==> src/rtl/core/stb_pkg.sv <==
// Package for the scrolling text buffer: grid size, cell and command types,
// opcode codes and the row-ring address helpers.
// No dependencies.
package stb_pkg;

   localparam int COLS = 64;
   localparam int ROWS = 32;

   localparam int COL_W    = $clog2(COLS + 1);
   localparam int ROW_W    = $clog2(ROWS);
   localparam int ADDR_W   = $clog2(ROWS * COLS);
   localparam int DEPTH    = ROWS * COLS;
   localparam int RD_COL_W = 7;
   localparam int RD_ROW_W = 6;

   localparam logic [7:0] NEWLINE_CODE = 8'd10;
   localparam logic       OPC_DRAW     = 1'b0;
   localparam logic       OPC_READ     = 1'b1;

   typedef struct packed {
      logic [7:0]  glyph;
      logic [15:0] fg;
      logic [15:0] bg;
   } cell_type;

   typedef struct packed {
      logic              is_read;
      logic              hit;
      logic              oor;
      logic [ADDR_W-1:0] addr;
      cell_type          data;
   } cmd_type;

   function automatic logic [ROW_W-1:0] phys_row(input logic [ROW_W-1:0] row,
                                                 input logic [ROW_W-1:0] top);
      logic [ROW_W:0] sum;
      sum = {1'b0, row} + {1'b0, top};
      if (sum >= (ROW_W + 1)'(ROWS)) begin
         sum = sum - (ROW_W + 1)'(ROWS);
      end
      return sum[ROW_W-1:0];
   endfunction

   function automatic logic [ADDR_W-1:0] cell_addr(input logic [ROW_W-1:0] prow,
                                                   input logic [COL_W-1:0] col);
      return (ADDR_W'(prow) * ADDR_W'(COLS)) + ADDR_W'(col);
   endfunction

endpackage

==> src/rtl/core/stb_queue.sv <==
// Two-entry command queue between the front and back of the text buffer.
// Depends on stb_pkg.
module stb_queue (
   input  logic              clock,
   input  logic              reset,
   input  logic              push,
   input  stb_pkg::cmd_type  push_cmd,
   output logic              full,
   output logic              pop_valid,
   output stb_pkg::cmd_type  pop_cmd,
   input  logic              pop
);

   stb_pkg::cmd_type entry_ff [2];
   logic             wr_ptr_ff, rd_ptr_ff;
   logic [1:0]       count_ff, count_in;

   assign full      = (count_ff == 2'd2);
   assign pop_valid = (count_ff != 2'd0);
   assign pop_cmd   = entry_ff[rd_ptr_ff];

   always_comb begin
      count_in = count_ff;
      if (push && !pop) begin
         count_in = count_ff + 2'd1;
      end else if (pop && !push) begin
         count_in = count_ff - 2'd1;
      end
   end

   always_ff @(posedge clock) begin
      if (reset) begin
         wr_ptr_ff <= 1'b0;
         rd_ptr_ff <= 1'b0;
         count_ff  <= 2'd0;
      end else begin
         count_ff <= count_in;
         if (push) begin
            wr_ptr_ff <= !wr_ptr_ff;
         end
         if (pop) begin
            rd_ptr_ff <= !rd_ptr_ff;
         end
      end
   end

   always_ff @(posedge clock) begin
      if (push) begin
         entry_ff[wr_ptr_ff] <= push_cmd;
      end
   end

endmodule

==> config.mk <==
export PLATFORM = sky130hd
export DESIGN_NAME = stb_queue
export DESIGN_NICKNAME = d
export VERILOG_FILES = /design/src/rtl/core/stb_pkg.sv /design/src/rtl/core/stb_queue.sv
export SDC_FILE = /design/constraint.sdc
export NUM_CORES = 1
export LEC_CHECK = 0
export ABC_AREA = 1
export BUFFER_PORTS_ARGS = -buffer_cell sky130_fd_sc_hd__buf_4
export CAP_MARGIN = 20
export CORE_ASPECT_RATIO = 1.25
export CORE_UTILIZATION = 40
export CTS_CLUSTER_DIAMETER = 200
export DETAILED_ROUTE_END_ITERATION = 10
export GPL_ROUTABILITY_DRIVEN = 0
export PLACE_DENSITY_LB_ADDON = 0.2
export SLEW_MARGIN = 20
export SYNTH_ARGS = -nofsm -noshare
export SYNTH_HDL_FRONTEND = slang
export SYNTH_SLANG_ARGS = --single-unit
==> constraint.sdc <==
create_clock -name clock -period 4.2 [get_ports clock]
set_clock_uncertainty 0.2 [all_clocks]
set_input_delay 0.21 -clock clock [delete_from_list [all_inputs] [get_ports clock]]
set_output_delay 0.21 -clock clock [all_outputs]
set_load 0.05 [all_outputs]
## Yosys cells after proc, flatten, opt, wreduce, memory -nomap -nowiden

Memories as Yosys holds them, arrays and structs flattened. A register that Yosys moved wholly into a read port is not among the register bits.
Cells that the tools add are included.

- Flip-flop bits (word level): 4
- RAM bits: 108
- Bits of input ports: 58
- Output and inout bits: 56
- Logic and storage cells: 21
- Memories kept: 1

Memory list:

| name | words | width | read ports | clocked after Yosys merged registers in | write ports | RTL line | source |
|---|---|---|---|---|---|---|---|
| entry_ff | 2 | 54 | 1 | 1 | 1 | stb_queue.sv:14 | `stb_pkg::cmd_type entry_ff [2];` |

- Add/subtract/negate cells: 2
- Equal/unequal tests: 1
- Muxes and demuxes: 6
- Reductions and logical operators: 8

Operators by type and width:

| kind | count |
|---|---|
| $logic_not A1 Y1 | 4 |
| $mux W1 | 4 |
| $mux W2 | 2 |
| $reduce_bool A2 Y1 | 2 |
| $add A2 B1 Y2 const B | 1 |
| $eq A2 B2 Y1 const B | 1 |
| $logic_and A1 B1 Y1 | 2 |
| $sub A2 B1 Y2 const B | 1 |

## Depth between registers and ports, before layout

Gate-level depths: netlist (run 1).

- Depth after elaboration: 4
- Depth in mapped cells: 8
- Depth with buffers taken out: 8

## Least setup slack after synthesis (run 1)

OpenSTA, ideal clock, no wires.

- Kind: reg2reg
- Start point: register wr_ptr_ff
- End point: memory entry_ff[0][0] (netlist name), enable pin
- Library setup time: 467 ps
- Arrival: 2,583 ps
- Required time: 3,533 ps
- Setup slack: 950 ps
- Cell stages (with the launch flop): 2
- Path buffers: 0
- Period minus slack after synthesis: 3,250 ps
- Path through: dfxtp_1 > nor2_1

RTL lines:

| what | RTL line | source |
|---|---|---|
| from (decl) | stb_queue.sv:15 | `logic wr_ptr_ff, rd_ptr_ff;` |
| from (signal assigned) | stb_queue.sv:39 | `wr_ptr_ff <= !wr_ptr_ff;` |
| to (decl) | stb_queue.sv:14 |  |

No word-level cell before the write port.

==> out/metrics.cfg, run 1 <==
[run_status]
outcome=completed

[yosys]
synth_edf_count=108
synth_top_cells_by_count=108 x edfxtp_1, 50 x mux2_4, 9 x inv_1
yosysTopAreaCellShare_pct=74.10
syn_nets=260
ys_types=16
netlist_area_sq_mm=0.004377
yosys.area.top_type=edfxtp_1
synth-main-ff-cell=edfxtp_1
syn_inst=201
synth_area_leaders=edfxtp_1 74%, mux2_4 17%, buf_12 2.3%
ys_warn_count=0
ys_ff_latch=113
seq_area_frac_synth_pct=76.39
async_flop_share_pct=0
yosys.cell_count.top_type=edfxtp_1
syn_area_per_cell_sq_um=21.77

[clocking]
htree_levels=4
cts_tree=yes
cts_made_buffers=17
cts_num_sinks=113
ctsHoldBuffers=58
clock_latency_ps=400
cts_root_buffer=clkbuf_16
cts_buffer_depth=2
clk_pin_slew_worst_paths_ps=50
cts_setup_buffers=0
cts_resized=0

[setup_path]
cp_max_fo=54
timing.rr.start=wr_ptr_ff
rr_worst_depth=3
reg2reg_to=entry_ff[1][33]
worstPathArrival_ps=2050
crit_type=register to primary output
end_kind=primary output
cp.required_ps=3790
r2r_setup_slack_ps=2150
worst_setup_path_start_kind=register

[sta]
drv_slew=0
rsz0062_at_grt=no
setup_violations=0
fmax_ghz=0.4073
holdWs_ps=314.0
slew_headroom_pct=32.96
setup-tns-final_ps=0
worst_pin_slew_ps=1006
hold_viol_final=0
finalCritPeriodShare_pct=58.46
timing.final.crit_period_ps=2455

[floorplan]
fp-row-count=42
initial_utilization_pct=41.23
fp.dieArea_sq_mm=0.01137
die_w_microns=95.56
core_sq_mm=0.01062
die_h_microns=119.0
ioPinCount=114

[finish]
antennaDiodeCount=0
area_growth_pct=46.63
fin_cells=530
final_area_sq_mm=0.006417
finalNetCount=446
final_core_util_pct=60.46
layout-drive-gt1-share_pct=48.99

[routing]
dr_total_vias=2367
wl_per_cell_microns=13.90
via_per_inst=4.466
drt_iter0_markers=92
drc=0
firstDrtPassIters=4
antenna_left=0
totalWireLength_microns=7365

[power_and_ir_drop]
p_leak_nw=2.595
peakVddDrop_v=0.0004043
power_density_mw_per_mm2=492.7

[global_route]
grt_overflow=0
grt.total_usage_pct=14.01
first_global_vias=2355
antenna_found_initial=0
grt_pass1_wl_microns=11050
grt_start_max_net_pins=55

[min_path]
hp-class=register to register
hold_depth=2
hold_end=rd_ptr_ff
min_from=rd_ptr_ff

[placement]
numPortBuffers=113
hpwl_microns=4465
placed_area_sq_mm=0.005305
place_inst=442

[flow_run]
cap_violations=0

-- through the flow --
| stage | worst slack, ps | total power [W] |
|---|---|---|
| 6_report | 1745 | 0.003162 |
| 5_1_grt | 1646 | 0.003275 |
| 4_1_cts | 1686 | 0.003195 |
| 3_5_place_dp | 2096 | 0.001862 |
| 3_3_place_gp | 2117 | 0.001857 |
| 2_1_floorplan | 950.1 | 0.001725 |
-- layout by cell type, fill, tap and decap left out --
cell,synthesis,routed
nor3_1,1,1
nand3_1,1,1
o21ai_0,1,1
dlygate4sd3_1,0,58
xnor2_1,1,1
inv_2,0,1
nand4_1,1,1
buf_4,0,115
nor2_1,6,5
dfxtp_4,0,1
clkbuf_1,0,3
bufinv_16,0,2
clkinv_2,0,4
clkinv_1,0,4
mux2_2,4,4
edfxtp_1,108,108
inv_1,9,8
nor2_4,0,1
clkbuf_16,0,17
mux2_4,50,50
dfxtp_1,5,4
nand2_1,6,6
a21oi_1,1,1
ha_1,1,1
-- sequential cells by signal, indices dropped and copies added, names as in the netlist, named ones only --
name / cells
count_ff: 2
entry_ff: 108
rd_ptr_ff: 1
wr_ptr_ff: 1
-- per-layer routing --
metal  GRT usage (%)  wire length [microns]  vias to the layer above
li1                -                      -                     1141
met1           14.11                   2858                     1145
met2           23.35                   3981                       68
met3           6.003                    368                       13
met4           8.675                    157                        0
met5               0                      0                        -
-- how the worst max path moves through the flow --
stage,slack (ps),end,cells past startpoint
floorplan,950,entry_ff[0][0],1
global placement,2120,entry_ff[1][52],3
detailed placement,2100,entry_ff[0][39],4
CTS,1690,pop_cmd[50],2
global route,1650,pop_cmd[51],2
finish,1740,pop_cmd[51],2
-- where the power goes --
group / internal [W] / switching (W)
combinational: 0.000233 / 0.000297
clock: 0.000848 / 0.000435
sequential: 0.00131 / 0.0000420
total: 0.00239 / 0.000774
-- cell families after synthesis --
kind of cell | Yosys count | synth area share, %
buffers and inverters | 15 | 3.316
XOR/XNOR | 1 | 0.2002
AND/OR/NAND/NOR | 15 | 1.401
flip-flops | 113 | 76.39
multiplexers | 54 | 18.18
adder cells (fa/ha/maj) | 1 | 0.2858
AO/OA/AOI/OAI | 2 | 0.2285
-- final cells by class --
| type | instances | area [sq um] |
|---|---|---|
| Inverter | 9 | 33.78 |
| Fill cell | 807 | 4198 |
| Tap cell | 132 | 165.2 |
| Timing Repair Buffer | 173 | 1444 |
| Clock inverter | 10 | 95.09 |
| Multi-Input combinational cell | 73 | 895.9 |
| Clock buffer | 20 | 436.7 |
| Sequential cell | 113 | 3347 |
-- worst max-delay path: stages, from the launching register on --
cell and delay [ps]:
dfxtp_4 1020, mux2_2 420, buf_4 190
Power figures use the tool's default switching activity.
==> run 2, diff against run 1 <==
==> constraint.sdc (replaced) <==
create_clock -name clock -period 2.1 [get_ports clock]
set_clock_uncertainty 0.2 [all_clocks]
set_input_delay 0.105 -clock clock [delete_from_list [all_inputs] [get_ports clock]]
set_output_delay 0.105 -clock clock [all_outputs]
set_load 0.05 [all_outputs]
==> out/metrics.cfg, run 2 (same netlist as run 1, synthesis figures left out) <==
[run_status]
outcome=completed

[placement]
post-place-ws_ps=493.8  ; -1602 ps
numPortBuffers=113  ; unchanged
placed_area_sq_mm=0.005375  ; +1.3%
hpwl_microns=4600  ; +3.0%

[sta]
holdWs_ps=226.0  ; -87.99 ps
rsz0062_at_grt=no
drv_slew=0  ; unchanged
fmax_ghz=0.5004
finalCritPeriodShare_pct=95.15
timing.final.crit_period_ps=1998
setup-tns-final_ps=0  ; unchanged
slew_headroom_pct=71.20  ; +38 points
hold_viol_final=0  ; unchanged
setup_ws_ps=101.8  ; -1643 ps
worst_pin_slew_ps=432.0  ; -573.5 ps
setup_violations=0  ; unchanged

[floorplan]
core_sq_mm=0.01062  ; unchanged
die_w_microns=95.56  ; unchanged
ioPinCount=114  ; unchanged
fp-row-count=42  ; unchanged
die_h_microns=119.0  ; unchanged
fp.dieArea_sq_mm=0.01137  ; unchanged
initial_utilization_pct=41.23  ; unchanged

[global_route]
grt_start_max_net_pins=32  ; -42%
grt_overflow=0  ; unchanged
grt.total_usage_pct=14.41  ; +0.40 points
antenna_found_initial=0  ; unchanged
first_global_vias=2528  ; +7.3%
grt_pass1_wl_microns=11660  ; +5.5%

[flow_run]
cap_violations=0  ; unchanged

[routing]
drt-met1-wl_microns=2867  ; +0.31%
route.met3.wl_microns=377  ; +2.4%
totalWireLength_microns=7542  ; +2.4%
firstDrtPassIters=4  ; unchanged
wl_met2_microns=4171  ; +4.8%
via_per_inst=4.455  ; -0.24%
wl_per_cell_microns=14.02  ; +0.88%
top_layer=met4
antenna_left=0  ; unchanged
drc=0  ; unchanged
drt_iter0_markers=85  ; -7.6%
dr_total_vias=2397  ; +1.3%

[clocking]
clock_latency_ps=400  ; about the same
cts_num_sinks=113  ; unchanged
cts_made_buffers=17  ; unchanged
htree_levels=4  ; unchanged
clk_pin_slew_worst_paths_ps=50  ; about the same
cts_root_buffer=clkbuf_16
cts_buffer_depth=2  ; unchanged
cts_tree=yes

[setup_path]
timing.rr.start=wr_ptr_ff
worstPathArrival_ps=1690  ; -360 ps
critical_path.top_delay_family=flip-flops
rr_worst_depth=3  ; unchanged
crit_top_cell=buf_4
cp_max_fo=15  ; -72%
slowest_delay_ps=520  ; -500 ps
cp.required_ps=1790  ; -2000 ps
slowest_stage=dfxtp_4
end_kind=primary output
crit_type=register to primary output
worst-path-buf-inv=2  ; +1
path_depth=3  ; +1
cp_cell_sequence=buf_4 > mux2_2 > buf_4
worst_setup_path_start_kind=register

[finish]
largest-register=entry_ff
layout-drive-gt1-share_pct=50.25  ; +1.3 points
final_area_sq_mm=0.006556  ; +2.2%
layout_commonest_cell=buf_4
finalNetCount=452  ; +1.3%
largest_reg_flops=108  ; unchanged
final_cell_mix=119 x buf_4, 108 x edfxtp_1, 58 x dlygate4sd3_1, 50 x mux2_4, 17 x clkbuf_16
fillers=779  ; -3.5%
antennaDiodeCount=0  ; unchanged
area_growth_pct=49.80
reg_top3=entry_ff: 108 flops, count_ff: 2 flops

[power_and_ir_drop]
peakVddDrop_v=0.0007671  ; +90%
p_leak_nw=2.653  ; +2.2%
power_density_mw_per_mm2=1014  ; +110%

[min_path]
min_from=push_cmd[37]
hold_depth=2  ; unchanged
hp-class=input port to register

## run 2: cell count changes in the layout (fill, tap and decap cells not counted)
cell | previous run | this run
clkbuf_1 | 3 | 2
buf_12 | 0 | 2
clkinvlp_4 | 0 | 3
buf_4 | 115 | 119
bufinv_16 | 2 | 4
clkinv_2 | 4 | 2
## run 2: worst reg2reg max path: cells and delay by family, from the launching register on
| family | cells | cell delay [ps] |
|---|---|---|
| AND/OR/NAND/NOR | 1 | 80 |
| buffers and inverters | 2 | 430 |
| flip-flops | 1 | 380 |
## run 2: routing by layer
metal | vias to the layer above | GRT usage, %
li1 | 1159 | -
met1 | 1154 | 14.30
met2 | 73 | 25.13
met3 | 11 | 6.003
met4 | 0 | 7.276
met5 | - | 0
## run 2: report_power, final
group          switching (W)  internal, W
Clock               0.000917      0.00196
Sequential         0.0000452      0.00261
Combinational       0.000638     0.000482
## run 2: area by class of cell
class / count / area (sq um) / area share [%]
clock buffers: 19 / 432.9 / 6.603
clock inverters: 13 / 167.7 / 2.557
flip-flops and latches: 113 / 3347 / 51.05
repair buffers: 179 / 1514 / 23.09
inverters: 9 / 33.78 / 0.5153
multi-input cells: 73 / 895.9 / 13.66
well taps: 132 / 165.2 / 2.519
## run 2: worst paths after layout
check / endpoint / slack (ps)
max: pop_cmd[50] / 100
min: entry_ff[1][37] / 230
max reg2reg: entry_ff[1][41] / 640
min reg2reg: rd_ptr_ff / 320
## run 2: metrics by stage
stage	cells	util, %	total power (W)
final	538	61.76	0.006650
after global routing	538	61.76	0.006884
after CTS	538	61.76	0.006732
after detailed placement	448	50.64	0.003744
after global placement	448	50.64	0.003730
after floorplan	201	-	0.003448
## run 2: timing repair
action,CTS,global route
setup endpoints to repair,0,0
endpoints found under the hold margin,113,0
resized for setup,0,0
buffers inserted,0,0
hold buffers,58,0
