## src/rtl/core/stb_pkg.sv

```systemverilog
// Package for the scrolling text buffer: grid size, cell and command types,
// opcode codes and the row-ring address helpers.
// No dependencies.
package stb_pkg;

   localparam int COLS = 64;
   localparam int ROWS = 32;

   localparam int COL_W    = $clog2(COLS + 1);
   localparam int ROW_W    = $clog2(ROWS);
   localparam int ADDR_W   = $clog2(ROWS * COLS);
   localparam int DEPTH    = ROWS * COLS;
   localparam int RD_COL_W = 7;
   localparam int RD_ROW_W = 6;

   localparam logic [7:0] NEWLINE_CODE = 8'd10;
   localparam logic       OPC_DRAW     = 1'b0;
   localparam logic       OPC_READ     = 1'b1;

   typedef struct packed {
      logic [7:0]  glyph;
      logic [15:0] fg;
      logic [15:0] bg;
   } cell_type;

   typedef struct packed {
      logic              is_read;
      logic              hit;
      logic              oor;
      logic [ADDR_W-1:0] addr;
      cell_type          data;
   } cmd_type;

   function automatic logic [ROW_W-1:0] phys_row(input logic [ROW_W-1:0] row,
                                                 input logic [ROW_W-1:0] top);
      logic [ROW_W:0] sum;
      sum = {1'b0, row} + {1'b0, top};
      if (sum >= (ROW_W + 1)'(ROWS)) begin
         sum = sum - (ROW_W + 1)'(ROWS);
      end
      return sum[ROW_W-1:0];
   endfunction

   function automatic logic [ADDR_W-1:0] cell_addr(input logic [ROW_W-1:0] prow,
                                                   input logic [COL_W-1:0] col);
      return (ADDR_W'(prow) * ADDR_W'(COLS)) + ADDR_W'(col);
   endfunction

endpackage

```

## src/rtl/core/stb_front.sv

```systemverilog
// Front end of the scrolling text buffer: takes requests, keeps the cursor,
// the top-row pointer and per-row fill counts, and issues memory commands.
// Depends on stb_pkg.
module stb_front (
   input  logic                   clock,
   input  logic                   reset,
   input  logic                   req_valid,
   output logic                   req_ready,
   input  logic                   req_opcode,
   input  logic [7:0]             req_glyph,
   input  logic [15:0]            req_fg_color,
   input  logic [15:0]            req_bg_color,
   input  logic [6:0]             req_read_col,
   input  logic [5:0]             req_read_row,
   input  logic                   csr_valid,
   output logic                   csr_ready,
   input  logic                   csr_wrap_enable,
   input  logic                   q_full,
   output logic                   q_push,
   output stb_pkg::cmd_type       q_cmd
);

   logic                         wrap_ff;
   logic [stb_pkg::COL_W-1:0]    col_ff, col_in;
   logic [stb_pkg::ROW_W-1:0]    row_ff, row_in;
   logic [stb_pkg::ROW_W-1:0]    top_ff, top_in;
   logic [stb_pkg::COL_W-1:0]    fill_ff [stb_pkg::ROWS];

   logic                         fire, is_draw, is_nl, do_nl, at_bottom, scroll, do_write;
   logic [stb_pkg::COL_W-1:0]    col_eff;
   logic [stb_pkg::ROW_W-1:0]    wr_phys, rd_phys;
   logic                         in_range, hit;

   assign req_ready = !q_full;
   assign csr_ready = 1'b1;
   assign fire      = req_valid && req_ready;

   always_comb begin
      is_draw   = (req_opcode == stb_pkg::OPC_DRAW);
      is_nl     = (req_glyph == stb_pkg::NEWLINE_CODE);
      do_nl     = is_nl || (wrap_ff && (col_ff >= stb_pkg::COL_W'(stb_pkg::COLS)));
      at_bottom = (row_ff == stb_pkg::ROW_W'(stb_pkg::ROWS - 1));
      scroll    = do_nl && at_bottom;
      row_in    = (do_nl && !at_bottom) ? row_ff + 1'b1 : row_ff;
      top_in    = top_ff;
      if (scroll) begin
         top_in = (top_ff == stb_pkg::ROW_W'(stb_pkg::ROWS - 1)) ? '0 : top_ff + 1'b1;
      end
      col_eff  = do_nl ? '0 : col_ff;
      do_write = !is_nl && (col_eff < stb_pkg::COL_W'(stb_pkg::COLS));
      col_in   = do_write ? col_eff + 1'b1 : col_eff;
      wr_phys  = stb_pkg::phys_row(row_in, top_in);

      in_range = (req_read_col < 7'(stb_pkg::COLS)) && (req_read_row < 6'(stb_pkg::ROWS));
      rd_phys  = stb_pkg::phys_row(req_read_row[stb_pkg::ROW_W-1:0], top_ff);
      hit      = in_range && (req_read_col[stb_pkg::COL_W-1:0] < fill_ff[rd_phys]);
   end

   always_comb begin
      q_push = fire && (is_draw ? do_write : 1'b1);
      q_cmd.is_read    = !is_draw;
      q_cmd.hit        = hit;
      q_cmd.oor        = !in_range;
      q_cmd.data.glyph = req_glyph;
      q_cmd.data.fg    = req_fg_color;
      q_cmd.data.bg    = req_bg_color;
      if (is_draw) begin
         q_cmd.addr = stb_pkg::cell_addr(wr_phys, col_eff);
      end else begin
         q_cmd.addr = stb_pkg::cell_addr(rd_phys, req_read_col[stb_pkg::COL_W-1:0]);
      end
   end

   always_ff @(posedge clock) begin
      if (reset) begin
         wrap_ff <= 1'b0;
         col_ff  <= '0;
         row_ff  <= '0;
         top_ff  <= '0;
         for (int i = 0; i < stb_pkg::ROWS; i++) begin
            fill_ff[i] <= '0;
         end
      end else begin
         if (csr_valid && csr_ready) begin
            wrap_ff <= csr_wrap_enable;
         end
         if (fire && is_draw) begin
            col_ff <= col_in;
            row_ff <= row_in;
            top_ff <= top_in;
            // The cleared row is the new bottom row, so a write there sets its count.
            if (do_write) begin
               fill_ff[wr_phys] <= col_in;
            end else if (scroll) begin
               fill_ff[top_ff] <= '0;
            end
         end
      end
   end

endmodule

```

## config.mk

```make
export PLATFORM = sky130hd
export DESIGN_NAME = stb_front
export DESIGN_NICKNAME = d
export VERILOG_FILES = /design/src/rtl/core/stb_pkg.sv /design/src/rtl/core/stb_front.sv
export SDC_FILE = /design/constraint.sdc
export NUM_CORES = 1
export LEC_CHECK = 0
export BUFFER_PORTS_ARGS = -buffer_cell sky130_fd_sc_hd__buf_4
export CORE_UTILIZATION = 54
export CTS_CLUSTER_SIZE = 8
export DETAILED_ROUTE_END_ITERATION = 16
export PLACE_DENSITY = 0.76
export SYNTH_ARGS = -nofsm -noshare
export SYNTH_HDL_FRONTEND = slang
export SYNTH_SLANG_ARGS = --single-unit
```

## constraint.sdc

```tcl
create_clock -name clock -period 8.5 [get_ports clock]
set_input_delay 2.55 -clock clock [delete_from_list [all_inputs] [get_ports clock]]
set_output_delay 2.55 -clock clock [all_outputs]
set_load 0.03 [all_outputs]
```

# Word level (Yosys, flattened, before mapping)

Memory sizes are Yosys's and may differ from the RTL's.
Index checks and enable logic that the tools add are counted.
Widths: inputs -> output; s select.

Memories kept: 1
Output and inout port bits: 57
Register bits after elaboration: 18
Input port bits: 60
Bits in writable memories: 224
Word-level logic and storage cells: 67

Bitwise operators: 1
Muxes and demuxes: 26
Reductions and logical operators: 16
Add/sub/neg operators: 9
Magnitude comparators: 7
Eq/ne operators: 3

Memory list:

| name    | depth | width | rd ports | clocked after memory_dff | write ports | RTL line        | RTL |
|---|---|---|---|---|---|---|---|
| fill_ff | 32    | 7     | 1        | 0                        | 32          | stb_front.sv:27 | `logic [stb_pkg::COL_W-1:0] fill_ff [stb_pkg::ROWS];` |

Operator list:

| kind                | number |
|---|---|
| $mux 5              | 7 |
| $mux 7              | 4 |
| $add 11x7->11       | 2 |
| $lt 7x7->1 const B  | 2 |
| $mux 1              | 14 |
| $reduce_or 7->1     | 2 |
| $add 5x5->6         | 2 |
| $ge 6x6->1 const B  | 2 |
| $mux 11             | 1 |
| $add 5x1->5 const B | 2 |
| $eq 5x5->1 const B  | 2 |
| $sub 5x1->5 const B | 2 |
| $logic_and 1x1->1   | 9 |
| $eq 8x4->1 const B  | 1 |
| $add 7x1->7 const B | 1 |
| $ge 7x7->1 const B  | 1 |
| $lt 7x7->1          | 1 |
| $lt 6x6->1 const B  | 1 |
| $logic_not 1->1     | 4 |
| $logic_or 1x1->1    | 1 |
| $not 1->1           | 1 |

# Depth between registers and ports, before layout

Gate-level depths: netlist of run 1.

Word-level depth: 13
Depth in mapped cells: 18
Mapped depth without buffers: 16

# Worst setup path before layout of run 1

Ideal clock, no wire load.

Kind: input -> output
From: input req_read_row[0]
To: output q_cmd[52] (netlist name)
Stages: 13
Slack: -0.288 ns
Data arrival time: 6.238 ns
Buffers on the path: 4
Data required time: 5.950 ns
Cells stage by stage: ha_1 > buf_2 > buf_1 > buf_1 > mux4_2 > mux4_2 > mux2i_1 > ha_1 > a21oi_1 > nor2b_1 > o21ai_0 > o311a_1 > buf_4

Cells in the longest elaborated chain, start to end: 6
Elaborated cells on any way between the ends: 9
Classes of those cells: add/sub (2); order compare (3); mux (1); reduce/logical (2); memory (1)

RTL lines:

| what                                             | RTL line                     | RTL |
|---|---|---|
| from (decl)                                      | stb_front.sv:14              | `input logic [5:0] req_read_row,` |
| $add 5x5->6                                      | stb_pkg.sv:37                | `sum = {1'b0, row} + {1'b0, top};` |
| $sub 5x1->5 / $ge 6x6->1 (equally long branches) | stb_pkg.sv:39, stb_pkg.sv:38 |  |
| $mux 5                                           | stb_pkg.sv:38                | `if (sum >= (ROW_W + 1)'(ROWS)) begin` |
| $mem_v2 32x7                                     | -                            |  |
| $lt 7x7->1                                       | stb_front.sv:56              | `hit = in_range && (req_read_col[stb_pkg::COL_W-1:0] < fill_ff[rd_phys]);` |
| $logic_and 1x1->1 (*)                            | stb_front.sv:56              |  |
| to (decl)                                        | stb_front.sv:20              | `output stb_pkg::cmd_type q_cmd` |

Mark *: on every way between the ends. The rest lies on a longest branch, timed or not.

==> run summary, run 1 <==
STATUS
--------------------------------------------------------------------------------------
Outcome .................................................................    completed

CRITICAL PATH
--------------------------------------------------------------------------------------
Maximum fanout encountered on the critical timing path ..................           19
Crit path arrival time ..................................................      5.88 ns
Critical path start-end classification .................................. primary input to output port
Critical path required time .............................................      5.95 ns
Critical Path Start Type ................................................ primary input
Critical Path End Type ..................................................  output port
R2r worst-path depth ....................................................           14

DRT
--------------------------------------------------------------------------------------
DRC violation total after the first TritonRoute iteration ...............          868
Mean routed wirelength per cell .........................................      23.5 um
DR DRC count ............................................................            0
Total detailed-routing wirelength .......................................      30.8 mm
Total via count after detailed routing ..................................        8,440
Routed Antenna Nets .....................................................            0
Detailed-router iteration count before antenna repair ...................            5
Mean number of vias per cell ............................................         6.45

STA
--------------------------------------------------------------------------------------
Total negative setup slack ..............................................         0 ns
Setup repair after global routing missed its margin .....................        false
Transition time at the pin with the least slew margin ...................      1.10 ns
Worst path setup slack after routing ....................................    0.0733 ns
Final number of max-transition violations ...............................            0
Maximum clock frequency .................................................      119 MHz
Worst slew margin .......................................................        26.5%
Clock tree skew after final layout ......................................    0.0211 ns
Post-layout min period ..................................................      8.43 ns
Final cycle utilization of the critical path ............................        99.1%
Fin Hold WS .............................................................     0.485 ns
Setup violations, final .................................................            0
Final-report hold violation count .......................................            0

CLOCK TREE
--------------------------------------------------------------------------------------
Maximum number of buffers from clock root to sink .......................            3
TritonCTS Buffers .......................................................           36
Number of hold buffers added after CTS ..................................            0
Number of H-tree levels .................................................            2
Buffer cell driving the clock tree root .................................    clkbuf_16
CTS clk-pin slew, worst paths ...........................................      0.05 ns
TritonCTS clock tree ....................................................        built
Latest clock arrival within the worst-skew pair .........................      0.51 ns
Number of clock sinks ...................................................          242

FLOORPLAN
--------------------------------------------------------------------------------------
Starting density of the core ............................................        55.2%
Die Height ..............................................................       154 um
I/O pin count ...........................................................          117
Core Region .............................................................  22,700 um^2
Row count ...............................................................           55
Total Die Area ..........................................................  23,800 um^2
Die boundary width ......................................................       154 um

LOGIC SYNTHESIS
--------------------------------------------------------------------------------------
Synthesis warning total .................................................            0
Post-synthesis net count ................................................        1,081
Number of enable-type register cells in the synthesized netlist .........          224
Post-synthesis sequential element count .................................          242
Distinct cells, synth ...................................................           54
Part of the Yosys area used for sequential elements .....................        56.6%
Cell count after synthesis ..............................................          996
Most used DFF post-synth ................................................     edfxtp_1
Cell area after technology mapping ......................................  12,500 um^2
Syn_area_per_cell .......................................................    12.6 um^2
Share of async-settable or async-resettable flops after synthesis .......           0%

PLACEMENT
--------------------------------------------------------------------------------------
Worst slack at placement ................................................    0.0597 ns
Number of buffers inserted by port buffering ............................           51
Post-detailed-placement cell area .......................................  13,200 um^2
Weighted congestion reported at the end of routability-driven placement .        0.936
Detailed placement HPWL .................................................      20.2 mm

GLOBAL ROUTING
--------------------------------------------------------------------------------------
Number of antenna violations at the first check in global routing .......            0
Global-route wire length before repair ..................................      48.3 mm
GR Util All Layers ......................................................        26.8%
Grt total ovfl ..........................................................            0
Maximum number of pins on one net before global-route repair ............           65
Vias in the first global route ..........................................        8,509

RUN
--------------------------------------------------------------------------------------
Max-capacitance violation count .........................................            0

POWER
--------------------------------------------------------------------------------------
Leak ....................................................................      4.98 nW
Cell area power density .................................................  205 nW/um^2
Maximum ir drop on the vdd rail .........................................       135 uV

LAYOUT
--------------------------------------------------------------------------------------
Design area .............................................................  14,200 um^2
Finished Core Util ......................................................        62.4%
Diode count .............................................................            0
Share of final-layout standard cells stronger than drive strength 1 .....        24.6%
Total Nets Final ........................................................        1,100
Area overhead of the layout relative to synthesis .......................        13.2%

WORST HOLD PATH
--------------------------------------------------------------------------------------
Hold Crit Class ......................................................... flop to flop
Number of cells traversed by the worst hold path ........................            2

metal layers:
| layer | GRT usage (%) | up-vias | share of wire, % |
|---|---|---|---|
| met5 | 0 | - | 0 |
| met1 | 35.5 | 4169 | 39 |
| met4 | 11.1 | 0 | 3.4 |
| met2 | 44.1 | 439 | 49 |
| li1 | - | 3756 | - |
| met3 | 4.76 | 76 | 9.3 |
stage by stage:
stage	cells	power, mW
after global placement	1261	1.67
after CTS	1307	2.92
final	1308	2.91
after detailed placement	1261	1.67
after global routing	1308	2.99
after floorplan	996	1.59
worst max-delay path: stages:
cell     delay [ns]
buf_4          0.09
ha_4           0.12
inv_1          0.05
fa_2           0.59
buf_12         0.14
buf_12         0.17
mux4_2         0.33
mux4_2         0.53
mux2i_1        0.19
ha_1           0.27
nand4_1        0.12
nor2_1         0.06
nor3_1         0.19
o311a_1        0.26
buf_4          0.18
repair_timing:
item / 4_1_cts / 5_1_grt
setup buffers: 0 / 1
endpoints found under the setup margin: 0 / 4
hold endpoints to repair: 0 / 0
gates resized for setup: 0 / 3
Yosys cell counts, drive strengths merged (4+ instances only):
cell	instances	share of area, %
a21o	4	0.24
nand2	58	1.8
inv	15	0.45
and3	8	0.40
clkbuf	52	1.6
nand3	11	0.44
a21oi	27	1.1
mux4	67	12
dfxtp	18	2.9
xor2	12	0.84
nor3	147	5.9
or2	4	0.20
or3	4	0.20
o21ai	41	1.6
buf	70	3.6
mux2i	20	1.6
xnor2	10	0.70
nor2	121	3.7
ha	23	2.3
nand4	14	1.2
edfxtp	224	54
a211oi	7	0.42
flip-flops by register name, indices dropped and copies added (netlist names):
name     flops
fill_ff    224
col_ff       7
row_ff       5
top_ff       5
wrap_ff      1
report_power, final:
group          leakage (nW)  switching (mW)  internal (mW)
clock network         0.479           0.481          0.773
logic                  2.08           0.169          0.131
registers              2.42          0.0150           1.34
kinds of logic (layout without fill, tap and decap cells):
kind of cell	count (synthesis)	count (layout)	synth area share (%)
compound gates	93	93	4.48
xor+xnor	22	22	1.54
fa+ha+maj	25	25	2.62
buf+inv	137	164	5.59
flops	242	242	56.6
mux	90	90	13.9
other cells	1	1	0.0299
simple gates	386	386	15.3
cell type report:
cell class / instances / area [um^2]
fillers: 1672 / 8530
flip-flops and latches: 242 / 7090
multi-input cells: 617 / 4840
clock buffers: 42 / 945
repair buffers: 103 / 861
well taps: 285 / 357
inverters: 15 / 56.3
clock inverters: 4 / 27.5
worst paths after layout:
check                                      from             to  slack, ns
worst max-delay path            req_read_row[0]      q_cmd[52]       0.07
worst min-delay path                  row_ff[1]      row_ff[1]       0.48
worst max register to register        row_ff[0]  fill_ff[4][5]       3.35
worst min register to register        row_ff[1]      row_ff[1]       0.48
cells in the final DEF (no fill, tap or decap), types with 8 or more instances in the layout:
| master | instances |
|---|---|
| edfxtp_1 | 224 |
| nor3_1 | 147 |
| nor2_1 | 120 |
| buf_4 | 96 |
| mux4_2 | 67 |
| nand2_1 | 55 |
| clkbuf_16 | 37 |
| o21ai_0 | 30 |
| a21oi_1 | 25 |
| ha_1 | 22 |
| mux2i_1 | 20 |
| dfxtp_1 | 18 |
| inv_1 | 15 |
| nand3_1 | 11 |
| xor2_1 | 10 |
| nand4_2 | 10 |
| and3_1 | 8 |
Note: power is estimated with default switching activity, not from simulation.
==> run 2: changes to the inputs <==
==> constraint.sdc (replaced) <==
create_clock -name clock -period 8.5 [get_ports clock]
set_input_delay 1.7 -clock clock [delete_from_list [all_inputs] [get_ports clock]]
set_output_delay 1.7 -clock clock [all_outputs]
set_load 0.03 [all_outputs]
==> run 2 against run 1 <==
Effect of this change: design area shrank 1.6%; clock power is essentially flat; register-to-register slack lost 0.18 ns; clock skew shrank 0.0062 ns; sequential share of layout area grew 0.82 points; sequential cell count is the same; sequential power is essentially flat; fmax grew 17%; critical path type unchanged.
==> run summary, run 2 (same netlist as run 1, synthesis figures left out) <==
CRITICAL PATH
--------------------------------------------------------------------------------------
Critical path required time .............................................      6.80 ns
Longest individual stage delay on the worst path ........................      0.92 ns
Critical path start-end classification .................................. primary input to output port
Source of the worst register-to-register timing path ....................    row_ff[0]
Cell Chain, Critical Path ............................................... buf_4 -> ha_4 -> inv_1 -> fa_2 -> inv_1 -> a21o_1 -> a21oi_1 -> xnor2_2 -> mux2i_1 -> mux4_2 -> ha_1 -> a21oi_1 -> nor2_1 -> nor3_1 -> o311a_1 -> buf_4
Critical Path Start Type ................................................ primary input
Delay-heaviest family, CP ............................................... XOR/XNOR gates
Critical Path End Type ..................................................  output port
Maximum fanout encountered on the critical timing path ..................           15
R2R setup slack .........................................................      3.17 ns
Standard cell with the maximum stage delay on the critical path .........      xnor2_2
Number of buffers and inverters on the critical path ....................            4
R2r worst-path depth ....................................................           12
Crit path arrival time ..................................................      5.52 ns
End of the worst register-to-register path .............................. fill_ff[1][0]

DRT
--------------------------------------------------------------------------------------
Mean routed wirelength per cell .........................................      23.6 um
Routed Antenna Nets .....................................................            0
Mean number of vias per cell ............................................         6.49
Total detailed-routing wirelength .......................................      30.5 mm
Detailed-router iteration count before antenna repair ...................            5
Total via count after detailed routing ..................................        8,382
DR DRC count ............................................................            0
DRC violation total after the first TritonRoute iteration ...............          897

GLOBAL ROUTING
--------------------------------------------------------------------------------------
Grt total ovfl ..........................................................            0
Number of antenna violations at the first check in global routing .......            0
Maximum number of pins on one net before global-route repair ............           58
Vias in the first global route ..........................................        8,122
Global-route wire length before repair ..................................      47.5 mm
GR Util All Layers ......................................................        26.5%

CLOCK TREE
--------------------------------------------------------------------------------------
Latest clock arrival within the worst-skew pair .........................      0.52 ns
Buffer cell driving the clock tree root .................................    clkbuf_16
Number of H-tree levels .................................................            2
Post-CTS setup buffer count .............................................            0
CTS clk-pin slew, worst paths ...........................................      0.06 ns
Count of instances resized after the clock tree is built ................            0
TritonCTS Buffers .......................................................           36
TritonCTS clock tree ....................................................        built
Maximum number of buffers from clock root to sink .......................            3
Number of hold buffers added after CTS ..................................            0
Number of clock sinks ...................................................          242

LAYOUT
--------------------------------------------------------------------------------------
Design area .............................................................  13,900 um^2
Area overhead of the layout relative to synthesis .......................        11.3%
Top flop regs ........................................................... fill_ff x224, col_ff x7
Commonest cells after routing, fill and taps aside ...................... edfxtp_1 (224), nor3_1 (147), nor2_1 (120), buf_4 (87), mux4_2 (67)
Diode count .............................................................            0
Most common cell after layout, fill and taps aside ......................     edfxtp_1
Max reg flops ...........................................................          224
Register with the most flip-flops .......................................      fill_ff
Share of final-layout standard cells stronger than drive strength 1 .....        23.2%
Total Nets Final ........................................................        1,084

POWER
--------------------------------------------------------------------------------------
Maximum ir drop on the vdd rail .........................................       113 uV
Leak ....................................................................      4.87 nW
Cell area power density .................................................  208 nW/um^2
Power Internal ..........................................................      2.23 mW
Net load switching power ................................................     0.680 mW
Sw Ratio ................................................................        23.4%
Sequential share of power ...............................................        46.7%
Logic pwr share .........................................................         9.8%
Clock network fraction of total power ...................................        43.5%

STA
--------------------------------------------------------------------------------------
Maximum clock frequency .................................................      138 MHz
Final cycle utilization of the critical path ............................        85.0%
Total negative setup slack ..............................................         0 ns
Clock tree skew after final layout ......................................    0.0149 ns
Final number of max-transition violations ...............................            0
Transition time at the pin with the least slew margin ...................      1.20 ns
Worst slew margin .......................................................        19.4%
Post-layout min period ..................................................      7.22 ns
Setup repair after global routing missed its margin .....................        false
Setup violations, final .................................................            0
Final-report hold violation count .......................................            0

FLOORPLAN
--------------------------------------------------------------------------------------
Total Die Area ..........................................................  23,800 um^2
I/O pin count ...........................................................          117
Die boundary width ......................................................       154 um
Core Region .............................................................  22,700 um^2
Starting density of the core ............................................        55.2%
Die Height ..............................................................       154 um
Row count ...............................................................           55

PLACEMENT
--------------------------------------------------------------------------------------
Number of buffers inserted by port buffering ............................           51
Detailed placement HPWL .................................................      19.4 mm
Post-detailed-placement cell area .......................................  13,000 um^2
Weighted congestion reported at the end of routability-driven placement .        0.909

WORST HOLD PATH
--------------------------------------------------------------------------------------
Number of cells traversed by the worst hold path ........................            2
Start point of the worst min-delay path .................................    row_ff[1]
Hold Crit Class ......................................................... flop to flop
Hold EP .................................................................    row_ff[1]

STATUS
--------------------------------------------------------------------------------------
Outcome .................................................................    completed

RUN
--------------------------------------------------------------------------------------
Max-capacitance violation count .........................................            0

run 2: changes by cell type in the layout (fill, tap and decap cells not counted), sizes merged:
| cell | change |
|---|---|
| buf | -16 |
run 2: how the worst max path moves through the flow:
stage | from | endpoint | slack [ns] | depth (start not counted)
2_1_floorplan | req_read_row[0] | q_cmd[52] | 1.41 | 13
3_5_place_dp | req_read_row[0] | q_cmd[52] | 1.42 | 16
3_3_place_gp | req_read_row[0] | q_cmd[52] | 1.50 | 16
5_1_grt | req_read_row[0] | q_cmd[52] | 1.15 | 16
4_1_cts | req_read_row[0] | q_cmd[52] | 1.36 | 16
6_report | req_read_row[0] | q_cmd[52] | 1.28 | 16
run 2: metal layers:
metal | up-vias | share of wire [%] | global-route usage [%]
met3 | 51 | 9.9 | 5.38
li1 | 3712 | - | -
met5 | - | 0 | 0
met2 | 500 | 49 | 43.3
met4 | 0 | 2.6 | 9.57
met1 | 4119 | 38 | 35.3
run 2: per-stage QoR:
stage	total power, mW	hold slack [ns]	instances	util (%)	worst slack, ns
after floorplan	1.59	0.459	996	-	1.41
after global placement	1.65	0.471	1246	57.1	1.50
after detailed placement	1.66	0.495	1246	57.1	1.42
after CTS	2.91	0.503	1292	61.4	1.36
after global routing	2.98	0.540	1292	61.4	1.15
final	2.91	0.504	1292	61.4	1.28
run 2: area by class of cell:
class | instances | area [um^2]
multi-input combinational | 617 | 4820
fill | 1703 | 8760
clock buffer | 42 | 923
inverter | 15 | 56.3
sequential | 242 | 7090
clock inverter | 4 | 53.8
timing repair buffer | 87 | 653
tap | 285 | 357
run 2: power by group through the flow:
| stage | registers (mW) | clock network (mW) | logic, mW |
|---|---|---|---|
| floorplan | 1.37 | 0 | 0.220 |
| global placement | 1.38 | 0 | 0.274 |
| detailed placement | 1.38 | 0 | 0.280 |
| CTS | 1.36 | 1.27 | 0.283 |
| global route | 1.36 | 1.32 | 0.301 |
| finish | 1.36 | 1.26 | 0.284 |
run 2: worst register-to-register path, delay by kind of cell (launching register included):
kind	cells	cell delay [ns]
AO/OA/AOI/OAI	3	1.74
flip-flops	1	0.40
adder cells (fa/ha/maj)	3	0.80
AND/OR/NAND/NOR	5	1.84
buffers and inverters	1	0.17
